### src/sv/pip_pkg.sv
// ----------------------------------------------------------------------------
// pip_pkg
// Shared types and constants for the point-in-polygon test unit.
// ----------------------------------------------------------------------------
package pip_pkg;

	localparam int IN_DATA_W  = 24;
	localparam int IN_USER_W  = 2;
	localparam int OUT_DATA_W = 16;
	localparam int FIELD_W    = 12;
	localparam int COUNT_W    = 7;

	typedef enum logic [1:0] {
		MODE_CLEAR  = 2'd0,
		MODE_APPEND = 2'd1,
		MODE_QUERY  = 2'd2,
		MODE_NONE   = 2'd3
	} mode_t;

	typedef enum logic [2:0] {
		ST_IDLE,
		ST_PRIME,
		ST_WALK,
		ST_DRAIN,
		ST_RESP
	} state_t;

	typedef struct packed {
		logic clear;
		logic valid;
	} edge_ctrl_t;

	typedef struct packed {
		logic busy;
		logic parity;
	} edge_stat_t;

endpackage

### src/sv/pip_edge_unit.sv
// ----------------------------------------------------------------------------
// pip_edge_unit
// Shared edge evaluator: one polygon edge per cycle, straddle test and
// sign-aware cross-multiplication, folding the crossing parity.
// ----------------------------------------------------------------------------
module pip_edge_unit
	import pip_pkg::*;
#(
	parameter int COORD_BITS = 12
) (
	input  logic                  clk,
	input  logic                  arst_n,
	input  edge_ctrl_t            ctrl,
	input  logic [COORD_BITS-1:0] cur_col,
	input  logic [COORD_BITS-1:0] cur_row,
	input  logic [COORD_BITS-1:0] prev_col,
	input  logic [COORD_BITS-1:0] prev_row,
	input  logic [COORD_BITS-1:0] pt_col,
	input  logic [COORD_BITS-1:0] pt_row,
	output edge_stat_t            stat
);

	localparam int DW = COORD_BITS + 1;
	localparam int PW = 2 * DW;

	logic                 straddle;
	logic                 den_pos;
	logic signed [DW-1:0] dy;
	logic signed [DW-1:0] dx;
	logic signed [DW-1:0] ex;
	logic signed [DW-1:0] den;
	logic signed [PW-1:0] lhs_d;
	logic signed [PW-1:0] rhs_d;

	logic                 v_s1;
	logic                 cand_s1;
	logic                 pos_s1;
	logic signed [PW-1:0] lhs_s1;
	logic signed [PW-1:0] rhs_s1;
	logic                 parity_q;
	logic                 hit;

	always_comb begin
		straddle = ((cur_row < pt_row) && (prev_row >= pt_row)) ||
		           ((prev_row < pt_row) && (cur_row >= pt_row));
		den_pos  = prev_row > cur_row;
		dy       = $signed({1'b0, pt_row}) - $signed({1'b0, cur_row});
		dx       = $signed({1'b0, prev_col}) - $signed({1'b0, cur_col});
		ex       = $signed({1'b0, pt_col}) - $signed({1'b0, cur_col});
		den      = $signed({1'b0, prev_row}) - $signed({1'b0, cur_row});
		lhs_d    = PW'(dy) * PW'(dx);
		rhs_d    = PW'(ex) * PW'(den);
	end

	always_ff @(posedge clk or negedge arst_n) begin
		if (!arst_n) begin
			v_s1 <= 1'b0;
		end else begin
			v_s1 <= ctrl.valid;
		end
	end

	always_ff @(posedge clk) begin
		cand_s1 <= straddle;
		pos_s1  <= den_pos;
		lhs_s1  <= lhs_d;
		rhs_s1  <= rhs_d;
	end

	assign hit = v_s1 && cand_s1 && (pos_s1 ? (lhs_s1 < rhs_s1) : (lhs_s1 > rhs_s1));

	always_ff @(posedge clk or negedge arst_n) begin
		if (!arst_n) begin
			parity_q <= 1'b0;
		end else if (ctrl.clear) begin
			parity_q <= 1'b0;
		end else if (hit) begin
			parity_q <= ~parity_q;
		end
	end

	assign stat.busy   = v_s1;
	assign stat.parity = parity_q;

endmodule

### src/sv/point_in_polygon_test_unit.sv
// ----------------------------------------------------------------------------
// point_in_polygon_test_unit
// Polygon vertex store with crossing-number point queries.
// ----------------------------------------------------------------------------
// channel  dir  beat contents
// s_axis   in   tuser: mode; tdata: x, y
// m_axis   out  tdata: inside_res, vertex_count, overflow
//
// Clear, append and idle codes go from accept straight to the response state.
// A query first reads the last held vertex, then the walk reads one vertex per
// cycle from the vertex memory and the shared edge unit evaluates one edge per
// cycle.
// One beat is in flight at a time; a result waits in the output register
// while m_axis stalls. Reset empties the polygon.
// ----------------------------------------------------------------------------
module point_in_polygon_test_unit
	import pip_pkg::*;
#(
	parameter int MAX_VERTICES = 64
) (
	input  logic                  clk,
	input  logic                  arst_n,
	input  logic                  s_axis_tvalid,
	output logic                  s_axis_tready,
	input  logic [IN_DATA_W-1:0]  s_axis_tdata,  // x, y
	input  logic [IN_USER_W-1:0]  s_axis_tuser,  // mode
	output logic                  m_axis_tvalid,
	input  logic                  m_axis_tready,
	output logic [OUT_DATA_W-1:0] m_axis_tdata   // inside_res, vertex_count, overflow, pad
);

	localparam int AW = (MAX_VERTICES > 1) ? $clog2(MAX_VERTICES) : 1;
	localparam int CW = $clog2(MAX_VERTICES + 1);
	localparam int VW = 2 * FIELD_W;

	state_t                state_q;
	state_t                state_d;
	mode_t                 in_mode;
	mode_t                 mode_q;
	logic [FIELD_W-1:0]    in_col;
	logic [FIELD_W-1:0]    in_row;
	logic [FIELD_W-1:0]    px_q;
	logic [FIELD_W-1:0]    py_q;
	logic [CW-1:0]         held_count_q;
	logic                  has_room;
	logic [AW-1:0]         idx_q;
	logic [AW-1:0]         last_idx;
	logic [AW-1:0]         raddr;
	logic                  rd_en;
	logic                  rd_vld_q;
	logic                  rd_prime_q;
	logic [VW-1:0]         mem [MAX_VERTICES];
	logic [VW-1:0]         rd_q;
	logic [VW-1:0]         prev_q;
	logic                  ovf_q;
	logic                  accept;
	logic                  load_out;
	logic                  m_valid_q;
	logic [OUT_DATA_W-1:0] m_data_q;
	edge_ctrl_t            edge_ctrl;
	edge_stat_t            edge_stat;

	assign in_mode  = mode_t'(s_axis_tuser);
	assign in_col   = s_axis_tdata[FIELD_W-1:0];
	assign in_row   = s_axis_tdata[2*FIELD_W-1:FIELD_W];
	assign accept   = s_axis_tvalid && s_axis_tready;
	assign has_room = held_count_q < CW'(MAX_VERTICES);
	assign last_idx = AW'(held_count_q - CW'(1));

	always_ff @(posedge clk or negedge arst_n) begin
		if (!arst_n) begin
			state_q <= ST_IDLE;
		end else begin
			state_q <= state_d;
		end
	end

	always_comb begin
		state_d         = state_q;
		s_axis_tready   = 1'b0;
		raddr           = idx_q;
		rd_en           = 1'b0;
		load_out        = 1'b0;
		edge_ctrl.clear = 1'b0;
		unique case (state_q)
			ST_IDLE: begin
				s_axis_tready = 1'b1;
				if (s_axis_tvalid) begin
					edge_ctrl.clear = 1'b1;
					if (in_mode == MODE_QUERY && held_count_q != '0) begin
						state_d = ST_PRIME;
					end else begin
						state_d = ST_RESP;
					end
				end
			end
			ST_PRIME: begin
				raddr   = last_idx;
				rd_en   = 1'b1;
				state_d = ST_WALK;
			end
			ST_WALK: begin
				rd_en = 1'b1;
				if (idx_q == last_idx) begin
					state_d = ST_DRAIN;
				end
			end
			ST_DRAIN: begin
				if (!rd_vld_q && !edge_stat.busy) begin
					state_d = ST_RESP;
				end
			end
			ST_RESP: begin
				if (!m_valid_q || m_axis_tready) begin
					load_out = 1'b1;
					state_d  = ST_IDLE;
				end
			end
			default: state_d = ST_IDLE;
		endcase
		edge_ctrl.valid = rd_vld_q && !rd_prime_q;
	end

	always_ff @(posedge clk or negedge arst_n) begin
		if (!arst_n) begin
			held_count_q <= '0;
			idx_q        <= '0;
			ovf_q        <= 1'b0;
			rd_vld_q     <= 1'b0;
			rd_prime_q   <= 1'b0;
		end else begin
			rd_vld_q   <= rd_en;
			rd_prime_q <= state_q == ST_PRIME;
			if (accept) begin
				idx_q <= '0;
				ovf_q <= 1'b0;
				case (in_mode)
					MODE_CLEAR: held_count_q <= '0;
					MODE_APPEND: begin
						if (has_room) begin
							held_count_q <= held_count_q + CW'(1);
						end else begin
							ovf_q <= 1'b1;
						end
					end
					default: ;
				endcase
			end else if (state_q == ST_WALK) begin
				idx_q <= idx_q + AW'(1);
			end
		end
	end

	always_ff @(posedge clk) begin
		if (accept) begin
			mode_q <= in_mode;
			px_q   <= in_col;
			py_q   <= in_row;
		end
	end

	always_ff @(posedge clk) begin
		if (accept && in_mode == MODE_APPEND && has_room) begin
			mem[held_count_q[AW-1:0]] <= {in_row, in_col};
		end
		if (rd_en) begin
			rd_q <= mem[raddr];
		end
		if (rd_vld_q) begin
			prev_q <= rd_q;
		end
	end

	pip_edge_unit #(
		.COORD_BITS(FIELD_W)
	) u_edge (
		.clk     (clk),
		.arst_n  (arst_n),
		.ctrl    (edge_ctrl),
		.cur_col (rd_q[FIELD_W-1:0]),
		.cur_row (rd_q[VW-1:FIELD_W]),
		.prev_col(prev_q[FIELD_W-1:0]),
		.prev_row(prev_q[VW-1:FIELD_W]),
		.pt_col  (px_q),
		.pt_row  (py_q),
		.stat    (edge_stat)
	);

	// hold the result until the sink takes the beat
	always_ff @(posedge clk or negedge arst_n) begin
		if (!arst_n) begin
			m_valid_q <= 1'b0;
		end else if (load_out) begin
			m_valid_q <= 1'b1;
		end else if (m_axis_tready) begin
			m_valid_q <= 1'b0;
		end
	end

	always_ff @(posedge clk) begin
		if (load_out) begin
			m_data_q <= {(OUT_DATA_W - COUNT_W - 2)'(0), ovf_q,
			             COUNT_W'(held_count_q), edge_stat.parity};
		end
	end

	assign m_axis_tvalid = m_valid_q;
	assign m_axis_tdata  = m_data_q;

`ifndef SYNTHESIS
	a_count_bound: assert property (@(posedge clk) disable iff (!arst_n)
		held_count_q <= CW'(MAX_VERTICES))
		else $error("vertex count beyond capacity");

	a_one_in_flight: assert property (@(posedge clk) disable iff (!arst_n)
		accept |=> !s_axis_tready)
		else $error("second beat taken while one is in flight");

	a_idle_quiet: assert property (@(posedge clk) disable iff (!arst_n)
		state_q == ST_IDLE |-> !rd_vld_q && !edge_stat.busy)
		else $error("edge pipeline active while idle");

	a_ovf_only_full: assert property (@(posedge clk) disable iff (!arst_n)
		load_out && ovf_q |-> mode_q == MODE_APPEND && held_count_q == CW'(MAX_VERTICES))
		else $error("overflow flagged without a full store");

	a_walk_range: assert property (@(posedge clk) disable iff (!arst_n)
		state_q == ST_WALK |-> idx_q <= last_idx)
		else $error("walk index past last vertex");
`endif

endmodule
### config.mk
export PLATFORM = sky130hd
export DESIGN_NAME = point_in_polygon_test_unit
export DESIGN_NICKNAME = d
export VERILOG_FILES = /design/src/sv/pip_pkg.sv /design/src/sv/pip_edge_unit.sv /design/src/sv/point_in_polygon_test_unit.sv
export SDC_FILE = /design/constraint.sdc
export NUM_CORES = 2
export LEC_CHECK = 0
export ABC_CLOCK_PERIOD_IN_PS = 13150
export BUFFER_PORTS_ARGS = -buffer_cell sky130_fd_sc_hd__buf_2
export CAP_MARGIN = 10
export CORE_MARGIN = 2
export CORE_UTILIZATION = 60
export CTS_CLUSTER_DIAMETER = 150
export DETAILED_ROUTE_END_ITERATION = 12
export GPL_ROUTABILITY_DRIVEN = 0
export PLACE_DENSITY = 0.84
export REMOVE_ABC_BUFFERS = 1
export SLEW_MARGIN = 20
export SYNTH_ARGS = -nofsm -noshare
export SYNTH_HDL_FRONTEND = slang
export SYNTH_SLANG_ARGS = --single-unit
### constraint.sdc
create_clock -name clk -period 13.15 [get_ports clk]
set_input_delay 2.63 -clock clk [delete_from_list [all_inputs] [get_ports clk]]
set_output_delay 2.63 -clock clk [all_outputs]
set_load 0.01 [all_outputs]
==> results.ini <==
[final_layout]
syn2layout_area_growth_pct=9.01
final_nets=7399
fin_area_um2=88900
nFillCells=8912
layout_common_cells=nand2_1, edfxtp_1, nand3_1
layout_commonest_cell=nand2_1
drive_above_1_share_pct=7.16
fin_cells=8728

[synth]
yosys_warnings=0
avgSynthCellArea_um2=11.9
synth.distinct_cells=68
synth_flop_cell=edfxtp_1
ys_seq_elements=1693
synth.mux.area_fraction_pct=0.0890
synth_compound_area_share_pct=4.96
synth_edf_count=1617
synthCells=6869
synth_top_family_by_area=simple AND/OR/NAND/NOR gates
synthAdderAreaFrac_pct=11.5
synth_xor_area_share_pct=1.37
async_flop_share_pct=1.30
synth_area_um2=81600
synth-simple-area-share_pct=16.3
yosysSeqAreaShare_pct=61.5

[critical_path]
setup.worst_path.end_class=flop
path_class=reg -> reg
crit_fanout=14
crit_start=rd_q[0]$_DFFE_PP_
start_kind=flop
reg2reg_from=rd_q[0]$_DFFE_PP_
cp.required_ns=13.83
cp.arrival_ns=9.14

[timing]
fin_skew_ns=0.0263
rsz0062_at_grt=false
slew_violations=0
relSlewSlack_pct=13.2
setup_viol=0
hold_viol_final=0
fin_crit_sh_pct=64.3
tns_ns=0
whs_ns=0.394
period_needed_ns=8.46
fmax_mhz=118
worstMarginPinSlew_ns=1.30

[cts]
htreeDepth=4
cts_sinks=1693
cts_hold_buf=0
clock_latency_ns=0.81
root_buffer=clkbuf_16
cts.path.max_buffers=3
clkTransAtPathRegs_ns=0.06
cts_resized=0
tritoncts=done
post-cts-setup-buffers=0
numCtsBuffers=165

[detailed_routing]
drc=0
wl_per_cell_um=24.2
num_vias=55730
drt-pass1-iter-count=9
viasPerCell=6.39
ant_nets=0
first_iter_violations=7942
finalWirelength_mm=211

[placement]
port_buffers=40
place_inst=8431
hpwlAfterDp_mm=120
placed_cell_area_um2=83600

[floorplanning]
row_count=135
die_y_um=373
initial_utilization_pct=60.4
dieWidth_um=373
pin_count=48
core-area_um2=135000
die_area_um2=139000

[global_routing]
grt_pass1_wl_mm=320
grt_pass1_vias=56478
grt_use_total_pct=30.1
grt_start_max_net_pins=177
grt_overflow=0
antenna_found_initial=9

[hold_path]
min_path_type=reg -> reg
min_from=rd_prime_q$_DFF_PN0_

[flow_run]
drv_cap=0

[status]
status=completed

## cell usage after synthesis, types with 17 or more instances
cell type,number,share of area [%]
and3_1,100,0.77
nor2_1,254,1.2
dfrtp_1,22,0.68
o21ai_0,42,0.26
inv_1,435,2.0
buf_2,157,0.96
o211ai_1,33,0.30
ha_1,222,3.4
a311oi_1,217,2.3
nand2_1,1790,8.2
buf_1,48,0.22
and2_1,22,0.17
nand3_1,791,4.9
a21o_1,31,0.29
o21a_1,17,0.16
a31oi_1,80,0.61
xnor2_1,85,0.91
a21oi_1,80,0.49
nand2b_1,47,0.36
dfxtp_1,54,1.3
nor2b_1,29,0.22
clkbuf_1,171,0.79
nor3_1,23,0.14
xor2_1,43,0.46
fa_1,330,8.1
edfxtp_1,1617,60
## sequential cells by signal, summed over array words and instances, names as in the netlist, 3 cells and up
name / cells
mem: 1536
u_edge.lhs_s1: 26
u_edge.rhs_s1: 26
prev_q: 24
rd_q: 24
px_q: 12
py_q: 12
m_axis_tdata: 9
held_count_q: 7
idx_q: 6
state_q: 3
## metal layers
layer | routed length (um) | GRT usage, % | vias to the layer above
li1 | - | - | 23903
met1 | 71500 | 37.7 | 27058
met2 | 100000 | 48.7 | 4046
met3 | 27200 | 6.83 | 709
met4 | 12300 | 17.2 | 14
met5 | 95 | 0 | -
## per-stage QoR
stage	utilization (%)	worst slack, ns
floorplan	-	-2.84
global placement	61.8	4.94
detailed placement	61.9	4.52
CTS	65.8	4.47
global route	65.8	4.09
finish	65.8	4.69
## critical path: stages (launching register included)
cell and delay, ns:
edfxtp_1 0.44, ha_1 0.26, fa_1 0.44, nor2b_1 0.17, o21ai_0 0.13, a21boi_0 0.25, o21ai_0 0.15, nand2b_1 0.18
a31oi_1 0.19, o211ai_1 0.31, o31a_1 0.60, or2_2 0.24, fa_1 0.42, fa_1 0.49, inv_1 0.05, fa_1 0.49
fa_1 0.42, fa_1 0.50, inv_1 0.06, fa_1 0.50, inv_1 0.05, ha_1 0.21, o41ai_1 0.63, o311ai_0 0.35
a41o_1 0.35, a21o_1 0.18, a21oi_1 0.17, xnor2_1 0.10
## cell families (layout without fill, tap and decap cells)
kind of cell	count (synthesis)	in the layout
simple gates	3107	3107
flops	1693	1693
buf+inv	832	902
fa+ha+maj	552	552
compound gates	549	549
xor+xnor	128	128
mux	7	7
other cells	1	9
## cell type report
type                    count  area [um2]  area share, %
flip-flops and latches   1693       50200           56.5
multi-input cells        4350       28300           31.8
clock buffers             198        4300           4.83
well taps                1781        2230           2.51
inverters                 436        1640           1.84
repair buffers            171        1280           1.44
clock inverters            97         976           1.10
diodes                      2        5.00        0.00563
## path summary, 6_finish.rpt
kind | slack (ns) | cells past startpoint | end
worst max-delay path | 4.69 | 27 | u_edge.lhs_s1[25]$_DFF_P_
worst min-delay path | 0.39 | 1 | u_edge.v_s1$_DFF_PN0_
worst max register to register | 4.69 | 27 | u_edge.lhs_s1[25]$_DFF_P_
worst min register to register | 0.39 | 1 | u_edge.v_s1$_DFF_PN0_
max in group asynchronous | 11.02 | 1 | idx_q[3]$_DFFE_PN0P_
min in group asynchronous | 1.78 | 1 | m_axis_tvalid$_DFFE_PN0P_
Power is not shown: default switching activity piles up to over one toggle a cycle in this logic, so the estimate is an artifact.
